==> config.mk <==
export PLATFORM = sky130hd
export DESIGN_NAME = dual_motor_drive_with_pulsed_turn
export DESIGN_NICKNAME = d
export VERILOG_FILES = /design/src/rtl/core/dmd_pkg.sv /design/src/rtl/core/dmd_in_reg.sv /design/src/rtl/core/dmd_step.sv /design/src/rtl/core/dmd_out_reg.sv /design/src/rtl/core/dual_motor_drive_with_pulsed_turn.sv
export SDC_FILE = /design/constraint.sdc
export NUM_CORES = 1
export LEC_CHECK = 0
export ABC_AREA = 0
export BUFFER_PORTS_ARGS = -buffer_cell sky130_fd_sc_hd__buf_2
export CORE_UTILIZATION = 41
export DETAILED_ROUTE_END_ITERATION = 16
export GPL_TIMING_DRIVEN = 0
export HOLD_SLACK_MARGIN = 0.08
export PLACE_DENSITY = 0.61
export SYNTH_ARGS = -nofsm -noshare
export SYNTH_HDL_FRONTEND = slang
export SYNTH_SLANG_ARGS = --single-unit
==> constraint.sdc <==
create_clock -name clk -period 4.87 [get_ports clk]
set_input_delay 0.974 -clock clk [delete_from_list [all_inputs] [get_ports clk]]
set_output_delay 0.974 -clock clk [all_outputs]
set_load 0.01 [all_outputs]
==> src/rtl/core/dmd_pkg.sv <==
// Shared types, constants and helpers for the dual motor drive block.
`timescale 1ns / 1ps

package dmd_pkg;

    // Fixed field widths
    localparam int PWM_W  = 8;
    localparam int TIME_W = 16;
    localparam int REQ_W  = 2;

    // Reset values
    localparam logic [TIME_W-1:0] TIMEOUT_RESET = 16'd250;
    localparam logic [TIME_W-1:0] PHASE_RESET   = 16'd50;

    // Item kinds carried on tuser
    localparam logic MODE_CMD  = 1'b0;
    localparam logic MODE_TICK = 1'b1;

    // Pulsed mode request codes; any other code keeps the mode
    localparam logic [REQ_W-1:0] PULSE_OFF = 2'd0;
    localparam logic [REQ_W-1:0] PULSE_ON  = 2'd1;

    // One input beat, unpacked
    typedef struct packed {
        logic              mode;
        logic [PWM_W-1:0]  lf_pwm;
        logic [PWM_W-1:0]  lb_pwm;
        logic [PWM_W-1:0]  rf_pwm;
        logic [PWM_W-1:0]  rb_pwm;
        logic              turn_left;
        logic              turn_right;
        logic [REQ_W-1:0]  pulse_req;
        logic              disconnect;
        logic [TIME_W-1:0] on_time;
        logic [TIME_W-1:0] off_time;
    } item_t;

    // The four drive levels
    typedef struct packed {
        logic [PWM_W-1:0] lf;
        logic [PWM_W-1:0] lb;
        logic [PWM_W-1:0] rf;
        logic [PWM_W-1:0] rb;
    } drive_t;

    // Result of driving one bridge side from its two requests
    typedef struct packed {
        logic [PWM_W-1:0] fwd;
        logic [PWM_W-1:0] bwd;
        logic             driven;
    } side_t;

    // Forward wins, then backward, else off
    function automatic side_t side_drive(input logic [PWM_W-1:0] fwd,
                                         input logic [PWM_W-1:0] bwd);
        side_t s;
        s.fwd    = '0;
        s.bwd    = '0;
        s.driven = 1'b0;
        if (fwd != '0)
        begin
            s.fwd    = fwd;
            s.driven = 1'b1;
        end
        else if (bwd != '0)
        begin
            s.bwd    = bwd;
            s.driven = 1'b1;
        end
        return s;
    endfunction

endpackage

==> src/rtl/core/dmd_in_reg.sv <==
// Input register: takes one beat from the slave side and unpacks it.
`timescale 1ns / 1ps

module dmd_in_reg
    import dmd_pkg::*;
(
    input  logic        clk,
    input  logic        rst_n,
    input  logic        s_tvalid,
    output logic        s_tready,
    // lf_pwm[7:0], lb_pwm[15:8], rf_pwm[23:16], rb_pwm[31:24], turn_left[32],
    // turn_right[33], pulse_mode_request[35:34], disconnect[36],
    // on_time_ms[52:37], off_time_ms[68:53], zero pad[71:69]
    input  logic [71:0] s_tdata,
    // mode[0]
    input  logic        s_tuser,
    input  logic        take,
    output logic        item_valid,
    output item_t       item
);

    logic  valid_reg;
    logic  valid_next;
    item_t item_reg;
    item_t item_next;
    logic  load;

    // Accept when empty or when the held beat moves on this cycle
    assign s_tready = !valid_reg || take;
    assign load     = s_tvalid && s_tready;

    // Unpack the incoming beat
    always_comb
    begin
        item_next.mode       = s_tuser;
        item_next.lf_pwm     = s_tdata[7:0];
        item_next.lb_pwm     = s_tdata[15:8];
        item_next.rf_pwm     = s_tdata[23:16];
        item_next.rb_pwm     = s_tdata[31:24];
        item_next.turn_left  = s_tdata[32];
        item_next.turn_right = s_tdata[33];
        item_next.pulse_req  = s_tdata[35:34];
        item_next.disconnect = s_tdata[36];
        item_next.on_time    = s_tdata[52:37];
        item_next.off_time   = s_tdata[68:53];
    end

    // Hold, refill or drop the valid flag
    always_comb
    begin
        valid_next = valid_reg;
        if (load)
        begin
            valid_next = 1'b1;
        end
        else if (take)
        begin
            valid_next = 1'b0;
        end
    end

    always_ff @(posedge clk or negedge rst_n)
    begin
        if (!rst_n)
        begin
            valid_reg <= 1'b0;
        end
        else
        begin
            valid_reg <= valid_next;
        end
    end

    always_ff @(posedge clk)
    begin
        if (load)
        begin
            item_reg <= item_next;
        end
    end

    assign item_valid = valid_reg;
    assign item       = item_reg;

endmodule

==> src/rtl/core/dmd_step.sv <==
// Drive state, deadman and rotation timers, and the per-beat state update.
`timescale 1ns / 1ps

module dmd_step
    import dmd_pkg::*;
#(
    parameter int TIMER_BITS = 16
)
(
    input  logic              clk,
    input  logic              rst_n,
    input  logic              cfg_load,
    input  logic [TIME_W-1:0] cfg_timeout,
    input  logic              advance,
    input  item_t             item,
    output drive_t            drive_next
);

    localparam int CMP_W = (TIMER_BITS > TIME_W) ? TIMER_BITS : TIME_W;

    logic [TIME_W-1:0]     timeout_reg;
    drive_t                drive_reg;
    drive_t                pwm_reg,        pwm_next;
    logic                  turn_l_reg,     turn_l_next;
    logic                  turn_r_reg,     turn_r_next;
    logic                  pulsed_reg,     pulsed_next;
    logic [TIME_W-1:0]     on_time_reg,    on_time_next;
    logic [TIME_W-1:0]     off_time_reg,   off_time_next;
    logic [TIMER_BITS-1:0] rot_count_reg,  rot_count_next;
    logic [TIME_W-1:0]     rot_period_reg, rot_period_next;
    logic                  rot_armed_reg,  rot_armed_next;
    logic                  rot_phase_reg,  rot_phase_next;
    logic [TIMER_BITS-1:0] l_count_reg,    l_count_next;
    logic                  l_armed_reg,    l_armed_next;
    logic [TIMER_BITS-1:0] r_count_reg,    r_count_next;
    logic                  r_armed_reg,    r_armed_next;

    function automatic logic [TIMER_BITS-1:0] bump(input logic [TIMER_BITS-1:0] c);
        return (c != '1) ? c + 1'b1 : c;
    endfunction

    // Next state for one beat
    always_comb
    begin
        side_t left_s;
        side_t right_s;
        logic  apply;
        logic  was_turn;
        logic  new_turn;

        drive_next      = drive_reg;
        pwm_next        = pwm_reg;
        turn_l_next     = turn_l_reg;
        turn_r_next     = turn_r_reg;
        pulsed_next     = pulsed_reg;
        on_time_next    = on_time_reg;
        off_time_next   = off_time_reg;
        rot_count_next  = rot_count_reg;
        rot_period_next = rot_period_reg;
        rot_armed_next  = rot_armed_reg;
        rot_phase_next  = rot_phase_reg;
        l_count_next    = l_count_reg;
        l_armed_next    = l_armed_reg;
        r_count_next    = r_count_reg;
        r_armed_next    = r_armed_reg;
        apply           = 1'b0;
        was_turn        = turn_l_reg || turn_r_reg;
        new_turn        = item.turn_left || item.turn_right;
        left_s          = side_drive(pwm_reg.lf, pwm_reg.lb);
        right_s         = side_drive(pwm_reg.rf, pwm_reg.rb);

        if (item.mode == MODE_TICK)
        begin
            // Advance all counts, then service rotation and deadman timers
            rot_count_next = bump(rot_count_reg);
            l_count_next   = bump(l_count_reg);
            r_count_next   = bump(r_count_reg);
            if (was_turn && rot_armed_reg &&
                CMP_W'(rot_count_next) >= CMP_W'(rot_period_reg))
            begin
                rot_phase_next = !rot_phase_reg;
                if (!rot_phase_reg)
                begin
                    drive_next      = '0;
                    rot_period_next = off_time_reg;
                end
                else
                begin
                    drive_next      = '{left_s.fwd, left_s.bwd, right_s.fwd, right_s.bwd};
                    l_armed_next    = left_s.driven;
                    l_count_next    = '0;
                    r_armed_next    = right_s.driven;
                    r_count_next    = '0;
                    rot_period_next = on_time_reg;
                end
                rot_count_next = '0;
                rot_armed_next = 1'b1;
            end
            if (l_armed_next && CMP_W'(l_count_next) >= CMP_W'(timeout_reg))
            begin
                drive_next.lf = '0;
                drive_next.lb = '0;
            end
            if (r_armed_next && CMP_W'(r_count_next) >= CMP_W'(timeout_reg))
            begin
                drive_next.rf = '0;
                drive_next.rb = '0;
            end
        end
        else
        begin
            // Pulse request applies even on disconnect
            if (item.pulse_req == PULSE_ON)
            begin
                pulsed_next = 1'b1;
            end
            else if (item.pulse_req == PULSE_OFF)
            begin
                pulsed_next = 1'b0;
            end

            if (item.disconnect)
            begin
                rot_armed_next = 1'b0;
                drive_next     = '0;
                l_armed_next   = 1'b0;
                r_armed_next   = 1'b0;
            end
            else
            begin
                if (item.on_time != '0)
                begin
                    on_time_next = item.on_time;
                end
                if (item.off_time != '0)
                begin
                    off_time_next = item.off_time;
                end
                pwm_next    = '{item.lf_pwm, item.lb_pwm, item.rf_pwm, item.rb_pwm};
                turn_l_next = item.turn_left;
                turn_r_next = item.turn_right;
                apply       = 1'b1;
                if (pulsed_next)
                begin
                    if (new_turn)
                    begin
                        if (was_turn)
                        begin
                            // Continued turn: re-arm deadmen, leave drives
                            l_count_next = '0;
                            l_armed_next = 1'b1;
                            r_count_next = '0;
                            r_armed_next = 1'b1;
                            apply        = 1'b0;
                        end
                        else
                        begin
                            rot_phase_next  = 1'b0;
                            rot_period_next = on_time_next;
                            rot_count_next  = '0;
                            rot_armed_next  = 1'b1;
                        end
                    end
                    else
                    begin
                        rot_armed_next = 1'b0;
                    end
                end
                if (apply)
                begin
                    left_s       = side_drive(item.lf_pwm, item.lb_pwm);
                    right_s      = side_drive(item.rf_pwm, item.rb_pwm);
                    drive_next   = '{left_s.fwd, left_s.bwd, right_s.fwd, right_s.bwd};
                    l_armed_next = left_s.driven;
                    l_count_next = '0;
                    r_armed_next = right_s.driven;
                    r_count_next = '0;
                end
            end
        end
    end

    // Deadman period register
    always_ff @(posedge clk or negedge rst_n)
    begin
        if (!rst_n)
        begin
            timeout_reg <= TIMEOUT_RESET;
        end
        else if (cfg_load)
        begin
            timeout_reg <= cfg_timeout;
        end
    end

    // Commit the update when a beat moves through
    always_ff @(posedge clk or negedge rst_n)
    begin
        if (!rst_n)
        begin
            drive_reg      <= '0;
            pwm_reg        <= '0;
            turn_l_reg     <= 1'b0;
            turn_r_reg     <= 1'b0;
            pulsed_reg     <= 1'b0;
            on_time_reg    <= PHASE_RESET;
            off_time_reg   <= PHASE_RESET;
            rot_count_reg  <= '0;
            rot_period_reg <= PHASE_RESET;
            rot_armed_reg  <= 1'b0;
            rot_phase_reg  <= 1'b0;
            l_count_reg    <= '0;
            l_armed_reg    <= 1'b0;
            r_count_reg    <= '0;
            r_armed_reg    <= 1'b0;
        end
        else if (advance)
        begin
            drive_reg      <= drive_next;
            pwm_reg        <= pwm_next;
            turn_l_reg     <= turn_l_next;
            turn_r_reg     <= turn_r_next;
            pulsed_reg     <= pulsed_next;
            on_time_reg    <= on_time_next;
            off_time_reg   <= off_time_next;
            rot_count_reg  <= rot_count_next;
            rot_period_reg <= rot_period_next;
            rot_armed_reg  <= rot_armed_next;
            rot_phase_reg  <= rot_phase_next;
            l_count_reg    <= l_count_next;
            l_armed_reg    <= l_armed_next;
            r_count_reg    <= r_count_next;
            r_armed_reg    <= r_armed_next;
        end
    end

endmodule

==> src/rtl/core/dmd_out_reg.sv <==
// Result register: holds one beat of drive levels for the master side.
`timescale 1ns / 1ps

module dmd_out_reg
    import dmd_pkg::*;
(
    input  logic        clk,
    input  logic        rst_n,
    input  logic        load,
    input  drive_t      drive,
    output logic        free,
    output logic        m_tvalid,
    input  logic        m_tready,
    // left_forward_drive[7:0], left_backward_drive[15:8],
    // right_forward_drive[23:16], right_backward_drive[31:24]
    output logic [31:0] m_tdata
);

    logic   valid_reg;
    logic   valid_next;
    drive_t data_reg;

    // Free when empty or when the held beat leaves this cycle
    assign free = !valid_reg || m_tready;

    always_comb
    begin
        valid_next = valid_reg;
        if (load)
        begin
            valid_next = 1'b1;
        end
        else if (m_tready)
        begin
            valid_next = 1'b0;
        end
    end

    always_ff @(posedge clk or negedge rst_n)
    begin
        if (!rst_n)
        begin
            valid_reg <= 1'b0;
        end
        else
        begin
            valid_reg <= valid_next;
        end
    end

    always_ff @(posedge clk)
    begin
        if (load)
        begin
            data_reg <= drive;
        end
    end

    assign m_tvalid = valid_reg;
    assign m_tdata  = {data_reg.rb, data_reg.rf, data_reg.lb, data_reg.lf};

endmodule

==> src/rtl/core/dual_motor_drive_with_pulsed_turn.sv <==
// Top level of the dual motor drive with deadman timers and pulsed turning.
// A beat moves from the input register through the single state-update stage
// into the result register, and waits while the result register is full.
// Throughput: one beat per cycle while m_tready is high.
// Reset: rst_n clears all drives, timers and flags, phase lengths to 50 ms and
// the deadman period to 250 ms; no result is pending after reset.
`timescale 1ns / 1ps

module dual_motor_drive_with_pulsed_turn
    import dmd_pkg::*;
#(
    parameter int TIMER_BITS = 16
)
(
    input  logic        clk,
    input  logic        rst_n,
    input  logic        cfg_valid,
    output logic        cfg_ready,
    // motor_timeout_ms[15:0]
    input  logic [15:0] cfg_data,
    input  logic        s_tvalid,
    output logic        s_tready,
    // lf_pwm[7:0], lb_pwm[15:8], rf_pwm[23:16], rb_pwm[31:24], turn_left[32],
    // turn_right[33], pulse_mode_request[35:34], disconnect[36],
    // on_time_ms[52:37], off_time_ms[68:53], zero pad[71:69]
    input  logic [71:0] s_tdata,
    // mode[0]
    input  logic        s_tuser,
    output logic        m_tvalid,
    input  logic        m_tready,
    // left_forward_drive[7:0], left_backward_drive[15:8],
    // right_forward_drive[23:16], right_backward_drive[31:24]
    output logic [31:0] m_tdata
);

    logic   item_valid;
    item_t  item;
    logic   out_free;
    logic   advance;
    drive_t drive_next;

    // Configuration writes are always taken
    assign cfg_ready = 1'b1;

    // Move a held beat through when the result register can take it
    assign advance = item_valid && out_free;

    dmd_in_reg u_in_reg (
        .clk        (clk),
        .rst_n      (rst_n),
        .s_tvalid   (s_tvalid),
        .s_tready   (s_tready),
        .s_tdata    (s_tdata),
        .s_tuser    (s_tuser),
        .take       (advance),
        .item_valid (item_valid),
        .item       (item)
    );

    dmd_step #(
        .TIMER_BITS (TIMER_BITS)
    ) u_step (
        .clk         (clk),
        .rst_n       (rst_n),
        .cfg_load    (cfg_valid),
        .cfg_timeout (cfg_data),
        .advance     (advance),
        .item        (item),
        .drive_next  (drive_next)
    );

    dmd_out_reg u_out_reg (
        .clk      (clk),
        .rst_n    (rst_n),
        .load     (advance),
        .drive    (drive_next),
        .free     (out_free),
        .m_tvalid (m_tvalid),
        .m_tready (m_tready),
        .m_tdata  (m_tdata)
    );

endmodule

-- Yosys cells after proc, flatten, opt, wreduce, memory -nomap -nowiden
Index checks and enable logic that the tools add are counted.
- bitwise operators: 2
- mux-type cells: 92
- equality and inequality tests: 8
- reductions and logical operators: 43
- add/sub/neg operators: 3
- $lt $le $gt $ge: 3
- operators by type and width (kind ; number):
    $mux 16 ; 32
    $mux 32 ; 5
    $mux 8 ; 8
    $reduce_bool 8->1 ; 8
    $add 16x1->16 const B ; 3
    $ge 16x16->1 ; 3
    $ne 16x16->1 const B ; 3
    $mux 1 ; 43
    $mux 9 ; 4
    $reduce_bool 16->1 ; 2
    $reduce_and 4->1 ; 3
    $reduce_bool 3->1 ; 4
    $reduce_bool 4->1 ; 3
    $reduce_and 5->1 ; 2
    $reduce_bool 2->1 ; 4
    $logic_and 1x1->1 ; 6
    $reduce_and 6->1 ; 1
    $logic_or 1x1->1 ; 4
    $ne 2x1->1 const B ; 2
    $ne 4x4->1 const B ; 1
    $logic_not 1->1 ; 3
    $reduce_and 3->1 ; 1
    $eq 2x1->1 const B ; 1
    $logic_not 2->1 ; 1
    3 further kinds ; 4
- bits in registers: 287

-- Logic depth before layout (Yosys ltp)
Gate-level depths: netlist of run 1.
- depth after elaboration: 10
- mapped depth: 27
- depth with buffers taken out: 21

-- By module
From an unflattened synthesis of run 1, not the netlist that was laid out.
- cells, all modules: 1271
- area total of the unflattened synthesis: 14833.0 sq um
- by module, submodules not included (module ; area each (sq um) ; cells an instance ; instances):
    dmd_step ; 11651.2 ; 1159 ; 1
    dmd_in_reg ; 2155.8 ; 74 ; 1
    dmd_out_reg ; 1008.5 ; 35 ; 1
    dual_motor_drive_with_pulsed_turn ; 17.5 ; 3 ; 1

-- Worst setup path after synthesis of run 1
OpenSTA, ideal clock, no wires.
- path type: flip-flop to flip-flop
- start point: register u_step.rot_count_reg[4]
- end point: register u_out_reg.data_reg, in the netlist u_out_reg.m_tdata[5] (data pin)
- cell stages (with the launch flop): 25
- data required time: 4.596 ns
- period minus slack after synthesis: 5.126 ns
- data arrival time: 4.853 ns
- buffers on the path: 6
- slack: -0.256 ns
- cell sequence: dfrtp_1 -> buf_2 -> and4_1 -> clkbuf_1 -> nand4_1 -> o21ai_0 -> or3b_2 -> ha_1 -> nand4_1 -> or4_4 -> o21a_1 -> buf_4 -> nor2_1 -> buf_2 -> buf_2 -> nor2_1 -> ha_1 -> o21a_1 -> o211ai_1 -> a211o_1 -> o21ai_0 -> or2_2 -> o221a_4 -> buf_6 -> o22ai_4
- RTL lines (what ; line ; text):
    start: declaration ; dmd_step.sv:29 ; logic [TIMER_BITS-1:0] rot_count_reg, rot_count_next;
    start signal: assignment ; dmd_step.sv:226 ; rot_count_reg <= rot_count_next;
    end signal: assignment ; dmd_out_reg.sv:55 ; data_reg <= drive;
    end: declaration ; dmd_out_reg.sv:21 ; drive_t data_reg;

==> results of run 1 <==
[metal layers]
metal | track usage [%] | vias to the layer above | routed length, µm
met2 | 37.50 | 431 | 19470
met5 | 0 | - | 0
met4 | 8.499 | 0 | 1134
met1 | 30.86 | 5734 | 17790
met3 | 3.985 | 100 | 2593
li1 | - | 5561 | -
[what timing repair did]
item,in CTS,in global routing
hold buffers,0,0
gates cloned,5,1
endpoints found under the setup margin,64,65
setup buffers,63,14
pin swaps,30,39
resized for setup,86,68
[where the power goes]
group / leakage, nW / internal (mW) / total [mW] / switching (mW)
Combinational: 3.93 / 0.589 / 1.33 / 0.744
Sequential: 3.33 / 2.90 / 3.17 / 0.274
Clock: 0.534 / 1.53 / 2.53 / 0.997
Total: 7.80 / 5.02 / 7.03 / 2.01
[through the flow]
stage | setup slack [ns] | instance area (µm²) | instances | util (%) | total power, mW
final | -0.1980 | 18130 | 2091 | 52.47 | 7.031
after CTS | -0.2456 | 17770 | 2086 | 51.45 | 6.996
after global placement | -1.356 | 15590 | 1955 | 45.14 | 4.310
after global routing | -0.3757 | 18130 | 2091 | 52.47 | 7.362
after detailed placement | -1.367 | 15710 | 1959 | 45.48 | 4.354
after floorplan | 0.0007230 | 14400 | 1376 | - | 3.927
[cells by family after synthesis]
family | count (synthesis)
muxes | 38
other | 1
xor gates and xnor gates | 30
adders and majority gates | 51
buffers and inverters | 122
DFF | 287
AOI/OAI and AO/OA | 391
and+or+nand+nor | 456
[area by class of cell]
| cell class | instances | area share, % |
|---|---|---|
| clock inverters | 12 | 0.7869 |
| multi-input cells | 967 | 37.16 |
| flip-flops and latches | 287 | 42.56 |
| clock buffers | 49 | 5.288 |
| repair buffers | 203 | 8.090 |
| plain buffers | 72 | 2.023 |
| inverters | 46 | 0.9526 |
| well taps | 455 | 3.141 |
[how the worst min path moves through the flow]
| stage | startpoint | endpoint |
|---|---|---|
| after detailed placement | u_in_reg.item_valid | u_out_reg.m_tvalid |
| after floorplan | u_in_reg.item_valid | u_out_reg.m_tvalid |
| after global routing | rst_n | u_step.drive_reg[5] |
| after CTS | rst_n | u_step.drive_reg[5] |
| after global placement | u_in_reg.item_valid | u_out_reg.m_tvalid |
| final | rst_n | u_step.drive_reg[5] |
[synth_stat cells (9+ instances only)]
cell type	count	area share [%]
edfxtp_1	102	21
xnor2_1	13	0.79
nand2b_1	12	0.52
nand2_1	183	4.8
inv_1	45	1.2
xor2_1	17	1.0
a31oi_1	22	0.96
a222oi_1	15	1.0
ha_1	51	4.4
a22oi_1	33	1.7
clkbuf_1	53	1.4
o21a_1	10	0.52
nand4_1	17	0.74
a21oi_1	117	4.1
buf_2	15	0.52
dfstp_2	15	2.7
mux2_2	20	1.6
o21ai_0	71	2.5
o22ai_1	30	1.3
a211oi_1	9	0.47
dfrtp_1	170	30
and3_1	56	2.4
nor2_1	81	2.1
nand3_1	23	0.80
o21ai_2	21	1.3
nor4_1	24	1.0
nor3_1	18	0.63
mux2i_1	18	1.3
a22o_1	20	1.2
[worst register-to-register path: cells and delay by family, from the launching register on]
family | cells | cell delay [ns]
adders and majority gates | 2 | 0.56
buffers and inverters | 4 | 0.70
AOI/OAI and AO/OA | 8 | 1.42
and+or+nand+nor | 10 | 1.72
DFF | 1 | 0.39
==> impl_metrics.env, run 1 <==
export IMPL_status="complete, but fails checks"
export IMPL_violations="negative setup slack"
export IMPL_synth_area_um2=14370
export IMPL_first_iter_violations=992
export IMPL_powerDensity_nw_per_um2=387.9
export IMPL_ys_seq_elements=287
export IMPL_gp_congestion=0.8555
export IMPL_cts_root_buf="clkbuf_16"
export IMPL_cp_data_arrival_time_ns=5.29
export IMPL_vias=11830
export IMPL_clk_pin_slew_ns=0.06
export IMPL_syn2layout_area_growth_pct=26.11
export IMPL_p_leak_nw=7.797
export IMPL_final_setup_tns_ns=-4.923
export IMPL_track_usage_pct=23.06
export IMPL_fmax_mhz=197.3
export IMPL_timing_final_crit_share_pct=104.1
export IMPL_critPathTopFamily="simple AND/OR/NAND/NOR gates"
export IMPL_synthFlopType="dfrtp_1"
export IMPL_synth_edf_count=102
export IMPL_totalWireLength_um=40990
export IMPL_path_cells="and4_4 -> nand4_1 -> buf_4 -> nor2_4 -> and3_4 -> nand3b_1 -> o21a_1 -> ha_4 -> nand4_1 -> or4_4 -> o21a_4 -> nor2_4 -> buf_6 -> buf_8 -> nor2_4 -> ha_4 -> o21a_1 -> o211ai_1 -> a211o_1 -> o21ai_2 -> or2_4 -> o221a_4 -> buf_8 -> o22ai_4"
export IMPL_grt_pass1_wl_um=64760
export IMPL_synthAdderAreaFrac_pct=4.439
export IMPL_setup_viol=42
export IMPL_fin_skew_ns=0.01697
export IMPL_synth_nets=1521
export IMPL_route_detailed_drc=0
export IMPL_cp_depth=24
export IMPL_worstReg2RegEnd="u_out_reg.m_tdata[5]"
export IMPL_synthSimpleGateAreaFrac_pct=15.53
export IMPL_core_area_um2=34540
export IMPL_path_max_fanout=7
export IMPL_final_nets=1756
export IMPL_diodes=0
export IMPL_viasPerCell=5.656
export IMPL_slew_headroom_pct=23.19
export IMPL_antenna_found_initial=0
export IMPL_netlist_instances=1376
export IMPL_rrSetupSlack_ns=-0.20
export IMPL_io_buffers=124
export IMPL_tritoncts="done"
export IMPL_dieWidth_um=189.2
export IMPL_grt_pass1_vias=11880
export IMPL_finalHoldViolations=0
export IMPL_ys_types=71
export IMPL_seq_area_frac_synth_pct=53.65
export IMPL_synthXorXnorAreaFrac_pct=1.828
export IMPL_grt_max_degree=64
export IMPL_filler_cell_count=3080
export IMPL_die_area_um2=35810
export IMPL_h_tree_depth=2
export IMPL_tightest_slew_ns=1.152
export IMPL_r2r_cells=24
export IMPL_hpwl_um=27970
export IMPL_critPathMaxStageDelay_ns=0.46
export IMPL_holdWs_ns=0.3946
export IMPL_regArea_um2=7714
export IMPL_slowest_stage="or4_4"
export IMPL_synth_top_family_by_area="compound AO/OA/AOI/OAI gates"
export IMPL_layout_common_cells="nand2_1 (182), dfrtp_1 (168), buf_2 (135), a21oi_1 (112), edfxtp_1 (102)"
export IMPL_peakVddDrop_mv=0.2323
export IMPL_critPathCaptureType="flop"
export IMPL_async_reset_ff_share_pct=64.46
export IMPL_hold_class="input pin to async pin"
export IMPL_r2r_start="u_step.rot_count_reg[7]"
export IMPL_muxShareOfSynthArea_pct=2.820
export IMPL_synth_compound_area_share_pct=18.13
export IMPL_timing_final_ws_setup_ns=-0.1980
export IMPL_clock_path_buffers=3
export IMPL_rsz0062_at_grt="yes"
export IMPL_ios=129
export IMPL_synth_area_per_cell_um2=10.45
export IMPL_path_common_cell="nor2_4"
export IMPL_drive_above_1_share_pct=26.71
export IMPL_max_cap_violations=0
export IMPL_final_common_cell="nand2_1"
export IMPL_drt_pass1_iter_count=6
export IMPL_clock_sinks=287
export IMPL_detail_route_wl_per_cell_um=19.60
export IMPL_clkLatencyLatePin_ns=0.51
export IMPL_finalMaxSlewViolations=0
export IMPL_rows=68
export IMPL_path_class="flop to flop"
export IMPL_required_ns=5.09
export IMPL_ant_nets=0
export IMPL_start_kind="flop"
export IMPL_crit_buf_inv=4
export IMPL_largest_reg_flops=70
export IMPL_cts_buffers=34
export IMPL_dieHeight_um=189.2
export IMPL_setup_worst_path_start="u_step.rot_count_reg[7]"
export IMPL_fin_crit_ns=5.068
export IMPL_initial_utilization_pct=41.61
export IMPL_crit_path_end="u_out_reg.m_tdata[5]"
export IMPL_multiInputGateArea_um2=6736
export IMPL_synth_warnings=0
export IMPL_overflow=0
(Power assumes the default switching activity.)
==> inputs of run 2 (changes only) <==
Settings changed: CELL_PAD_IN_SITES_DETAIL_PLACEMENT set to 1, CELL_PAD_IN_SITES_GLOBAL_PLACEMENT set to 2, CORE_UTILIZATION 41 to 35, PLACE_DENSITY 0.61 to 0.76, SETUP_SLACK_MARGIN set to 0.4.
==> impl_metrics.env, run 2 (synthesis gave the netlist of run 1 again) <==
export IMPL_status="complete, but fails checks"
export IMPL_violations="negative setup slack"
export IMPL_drive_above_1_share_pct=26.25
export IMPL_powerDensity_nw_per_um2=391.9
export IMPL_fmax_mhz=187.6
export IMPL_grt_max_degree=73
export IMPL_ant_nets=0
export IMPL_p_clk_share_pct=36.9
export IMPL_internal_power_mw=5.063
export IMPL_timing_final_crit_share_pct=109.4
export IMPL_timing_final_ws_setup_ns=-0.4598
export IMPL_dieWidth_um=204.7
export IMPL_core_area_um2=40100
export IMPL_fin_total_pwr_mw=7.169
export IMPL_layout_common_cells="nand2_1 (179), dfrtp_1 (168), buf_2 (135), a21oi_1 (113), edfxtp_1 (102)"
export IMPL_fin_skew_ns=0.01417
export IMPL_drt_pass1_iter_count=6
export IMPL_totalWireLength_um=45530
export IMPL_grt_pass1_wl_um=70970
export IMPL_crit_buf_inv=9
export IMPL_clk_pin_slew_ns=0.06
export IMPL_initial_utilization_pct=35.85
export IMPL_path_common_cell="buf_8"
export IMPL_path_max_fanout=5
export IMPL_holdWs_ns=0.3435
export IMPL_hold_buffers=0
export IMPL_regArea_um2=7714
export IMPL_final_setup_tns_ns=-23.06
export IMPL_rsz0062_at_grt="yes"
export IMPL_detail_route_wl_per_cell_um=21.24
export IMPL_slew_headroom_pct=27.03
export IMPL_pwr_share_seq_pct=44.2
export IMPL_tightest_slew_ns=1.094
export IMPL_h_tree_depth=2
export IMPL_clock_sinks=287
export IMPL_cts_root_buf="clkbuf_16"
export IMPL_gp_congestion=0.7949
export IMPL_hold_class="input pin to async pin"
export IMPL_max_cap_violations=0
export IMPL_critPathCaptureType="flop"
export IMPL_postLayoutCoreUtil_pct=45.62
export IMPL_tritoncts="done"
export IMPL_path_class="flop to flop"
export IMPL_final_common_cell="nand2_1"
export IMPL_finalMaxSlewViolations=0
export IMPL_die_area_um2=41880
export IMPL_antenna_found_initial=2
export IMPL_critPathMaxStageDelay_ns=0.45
export IMPL_first_iter_violations=719
export IMPL_route_detailed_drc=0
export IMPL_rows=73
export IMPL_layoutNonFillerInstCount=2144
export IMPL_track_usage_pct=22.06
export IMPL_filler_cell_count=4408
export IMPL_multiInputGateArea_um2=6834
export IMPL_cts_buffers=36
export IMPL_viasPerCell=5.516
export IMPL_fin_crit_ns=5.330
export IMPL_clkLatencyLatePin_ns=0.55
export IMPL_slowest_stage="or4_4"
export IMPL_switching_share_pct=29.38
export IMPL_p_comb_share_pct=18.9
export IMPL_cp_data_arrival_time_ns=5.58
export IMPL_final_nets=1738
export IMPL_critPathTopFamily="simple AND/OR/NAND/NOR gates"
export IMPL_setup_viol=64
export IMPL_overflow=0
export IMPL_p_leak_nw=7.791
export IMPL_ios=129
export IMPL_vias=11830
export IMPL_diodes=0
export IMPL_finalHoldViolations=0
export IMPL_hpwl_um=31720
export IMPL_peakVddDrop_mv=0.1915
export IMPL_numPlacedInstances=2030
export IMPL_dieHeight_um=204.7
export IMPL_start_kind="flop"
export IMPL_clock_path_buffers=3
export IMPL_p_sw_mw=2.106
export IMPL_largest_reg_flops=70
export IMPL_syn2layout_area_growth_pct=27.26
export IMPL_required_ns=5.12
export IMPL_io_buffers=124
export IMPL_grt_pass1_vias=12370
-- run 2: worst reg2reg max path, delay by kind of cell (launching register included) --
family | cells | cell delay, ns
and+or+nand+nor | 9 | 1.81
AOI/OAI and AO/OA | 6 | 1.17
buffers and inverters | 9 | 1.14
adders and majority gates | 2 | 0.58
DFF | 1 | 0.34
-- run 2: power groups by stage --
stage                     sequential, mW  combinational (mW)  clock [mW]
after floorplan                     3.14               0.793           0
after global routing                3.22                1.50        2.79
after detailed placement            3.21                1.19           0
after global placement              3.20                1.13           0
final                               3.17                1.35        2.64
after CTS                           3.17                1.31        2.72
-- run 2: per-stage QoR --
step | cell area (µm²) | setup WS [ns]
2_1_floorplan | 14440 | 0.05253
3_3_place_gp | 15710 | -1.192
3_5_place_dp | 15860 | -1.300
4_1_cts | 17760 | -0.5405
5_1_grt | 18290 | -0.6351
6_report | 18290 | -0.4598
-- run 2: final cells by class --
type | count | area share, %
plain buffers | 76 | 2.401
clock buffers | 48 | 5.342
clock inverters | 16 | 0.8960
inverters | 46 | 0.9439
multi-input cells | 967 | 37.36
flip-flops and latches | 287 | 42.17
well taps | 525 | 3.591
repair buffers | 179 | 7.298
-- run 2: worst paths after layout --
| path | start | endpoint | slack, ns | cells past startpoint |
|---|---|---|---|---|
| max | u_step.rot_count_reg[4] | u_out_reg.m_tdata[8] | -0.46 | 26 |
| min | rst_n | u_step.drive_reg[4] | 0.34 | 1 |
| max reg2reg | u_step.rot_count_reg[4] | u_out_reg.m_tdata[8] | -0.46 | 26 |
| min reg2reg | u_in_reg.item_valid | u_out_reg.m_tvalid | 0.49 | 1 |
| max in group asynchronous | rst_n | u_step.off_time_reg[5] | 3.42 | 3 |
| min in group clk | u_in_reg.item_valid | u_out_reg.m_tvalid | 0.49 | 1 |
-- run 2: routing by layer --
layer	track usage, %	wire, µm	up-vias
met3	3.770	1952	77
li1	-	-	5547
met2	36.43	21780	277
met5	0	11	-
met4	7.649	1243	2
met1	29.06	20540	5923
-- run 2: what timing repair did --
item                       CTS  global route
setup buffers               32            12
gates resized for setup     76            85
pin swaps                   32            39
hold endpoints to repair     0             0
setup endpoints to repair   64            91
gates cloned                 6             0
==> inputs of run 3 (changes only) <==
--- a/config.mk
+++ b/config.mk
@@ -15,5 +15,5 @@
 export HOLD_SLACK_MARGIN = 0.08
 export PLACE_DENSITY = 0.76
-export SETUP_SLACK_MARGIN = 0.4
+export SETUP_SLACK_MARGIN = 0.15
 export SYNTH_ARGS = -nofsm -noshare
 export SYNTH_HDL_FRONTEND = slang
==> constraint.sdc (replaced) <==
create_clock -name clk -period 4.87 [get_ports clk]
set_input_delay 0.487 -clock clk [delete_from_list [all_inputs] [get_ports clk]]
set_output_delay 0.487 -clock clk [all_outputs]
set_load 0.01 [all_outputs]
==> impl_metrics.env, run 3 (synthesis gave the netlist of run 1 again) <==
export IMPL_postLayoutCoreUtil_pct=45.65
export IMPL_syn2layout_area_growth_pct=27.33
export IMPL_timing_final_crit_share_pct=107.9
export IMPL_hold_class="input pin to flop"
export IMPL_tritoncts="done"
export IMPL_peakVddDrop_mv=0.2177
export IMPL_critPathMaxStageDelay_ns=0.49
export IMPL_violations="negative setup slack"
export IMPL_switching_share_pct=29.71
export IMPL_first_iter_violations=618
export IMPL_p_comb_share_pct=19.4
export IMPL_internal_power_mw=5.149
export IMPL_p_sw_mw=2.176
export IMPL_slew_headroom_pct=17.62
export IMPL_fin_skew_ns=0.01624
export IMPL_clk_pin_slew_ns=0.06
export IMPL_initial_utilization_pct=35.85
export IMPL_clock_path_buffers=3
export IMPL_io_buffers=124
export IMPL_clock_sinks=287
export IMPL_final_common_cell="nand2_1"
export IMPL_rows=73
export IMPL_track_usage_pct=22.31
export IMPL_path_class="flop to flop"
export IMPL_ios=129
export IMPL_rsz0062_at_grt="yes"
export IMPL_placed_area_um2=15850
export IMPL_slowest_stage="or4_4"
export IMPL_gp_congestion=0.8305
export IMPL_grt_pass1_wl_um=72280
export IMPL_powerDensity_nw_per_um2=400.2
export IMPL_cts_root_buf="clkbuf_16"
export IMPL_grt_use_met3_pct=3.388
export IMPL_ant_nets=0
export IMPL_pwr_share_seq_pct=43.4
export IMPL_layout_common_cells="nand2_1 (182), dfrtp_1 (169), buf_2 (135), a21oi_1 (115), edfxtp_1 (102)"
export IMPL_filler_cell_count=4395
export IMPL_tightest_slew_ns=1.236
export IMPL_fmax_mhz=190.4
export IMPL_antenna_found_initial=0
export IMPL_p_clk_share_pct=37.3
export IMPL_cts_buffers=36
export IMPL_grt_pass1_vias=12560
export IMPL_path_common_cell="buf_6"
export IMPL_holdWs_ns=0.1095
export IMPL_max_cap_violations=0
export IMPL_fin_crit_ns=5.253
export IMPL_final_area_um2=18300
export IMPL_status="complete, but fails checks"
export IMPL_vias=11860
export IMPL_setup_viol=63
export IMPL_core_area_um2=40100
export IMPL_critPathTopFamily="compound AO/OA/AOI/OAI gates"
export IMPL_p_leak_nw=7.794
export IMPL_grt_max_degree=109
export IMPL_final_setup_tns_ns=-11.24
export IMPL_viasPerCell=5.516
export IMPL_detail_route_wl_per_cell_um=21.42
export IMPL_crit_buf_inv=6
export IMPL_finalMaxSlewViolations=0
export IMPL_dieWidth_um=204.7
export IMPL_path_max_fanout=8
export IMPL_final_nets=1741
export IMPL_largest_reg_flops=70
export IMPL_gr_usage_met1_pct=29.41
export IMPL_totalWireLength_um=46040
export IMPL_route_detailed_drc=0
export IMPL_drive_above_1_share_pct=26.11
export IMPL_required_ns=5.11
export IMPL_drt_pass1_iter_count=5
export IMPL_dieHeight_um=204.7
export IMPL_grt_util_met2_pct=37.80
export IMPL_die_area_um2=41880
export IMPL_cp_data_arrival_time_ns=5.49
export IMPL_top_usage_layer="met2"
export IMPL_timing_final_ws_setup_ns=-0.3829
export IMPL_start_kind="flop"
export IMPL_finalHoldViolations=0
export IMPL_clkLatencyLatePin_ns=0.55
export IMPL_place_ws_ns=-1.353
export IMPL_h_tree_depth=2
export IMPL_hpwl_um=31840
export IMPL_overflow=0
export IMPL_critPathCaptureType="flop"
## run 3: cell count changes in the layout (fill, tap and decap cells not counted), sizes merged
cell / before / now
clkinv: 10 / 9
clkinvlp: 1 / 2
clkbuf: 100 / 101
inv: 48 / 49
diode: 0 / 1
buf: 202 / 200
dlygate4sd3: 0 / 5
## run 3: layout make-up
cell class	count	area (µm²)	share of cell area, %
antenna	1	2.502	0.01367
buffer	76	426.7	2.331
clock buffer	49	1011	5.524
clock inverter	17	186.4	1.019
inverter	46	172.7	0.9434
multi-input combinational	967	6815	37.24
sequential	287	7712	42.14
tap	525	656.9	3.589
timing repair buffer	182	1319	7.205
## run 3: stage by stage
step / std cells / power, mW
3_5_place_dp: 2030 / 4.416
6_report: 2150 / 7.325
4_1_cts: 2141 / 7.367
2_1_floorplan: 1376 / 3.927
5_1_grt: 2149 / 7.684
3_3_place_gp: 2025 / 4.337
## run 3: per-layer routing
metal / vias up / routed length [µm]
met2: 244 / 22690
li1: 5535 / -
met5: - / 0
met3: 72 / 1708
met1: 6008 / 20730
met4: 0 / 917
## run 3: power by group through the flow
stage	Clock, mW	Combinational [mW]	Sequential [mW]
2_1_floorplan	0	0.789	3.14
3_3_place_gp	0	1.14	3.20
3_5_place_dp	0	1.21	3.21
4_1_cts	2.82	1.38	3.17
5_1_grt	2.89	1.58	3.22
6_report	2.73	1.42	3.18
## run 3: path summary, 6_finish.rpt
path	depth (start not counted)	from	slack, ns	endpoint
max in group asynchronous	4	rst_n	3.40	u_step.timeout_reg[6]
min in group asynchronous	3	rst_n	0.60	u_step.drive_reg[1]
worst max-delay path	25	u_step.rot_count_reg[4]	-0.38	u_out_reg.m_tdata[2]
worst max register to register	25	u_step.rot_count_reg[4]	-0.38	u_out_reg.m_tdata[2]
worst min register to register	1	u_in_reg.item_valid	0.49	u_out_reg.m_tvalid
worst min-delay path	1	s_tdata[15]	0.11	u_in_reg.item[60]
## run 3: repair_timing
item | in CTS | in global routing
pin swaps | 44 | 29
setup buffers | 36 | 8
hold buffers | 5 | 0
cloned | 4 | 0
gates resized for setup | 111 | 33
setup endpoints to repair | 64 | 64
endpoints found under the hold margin | 102 | 0
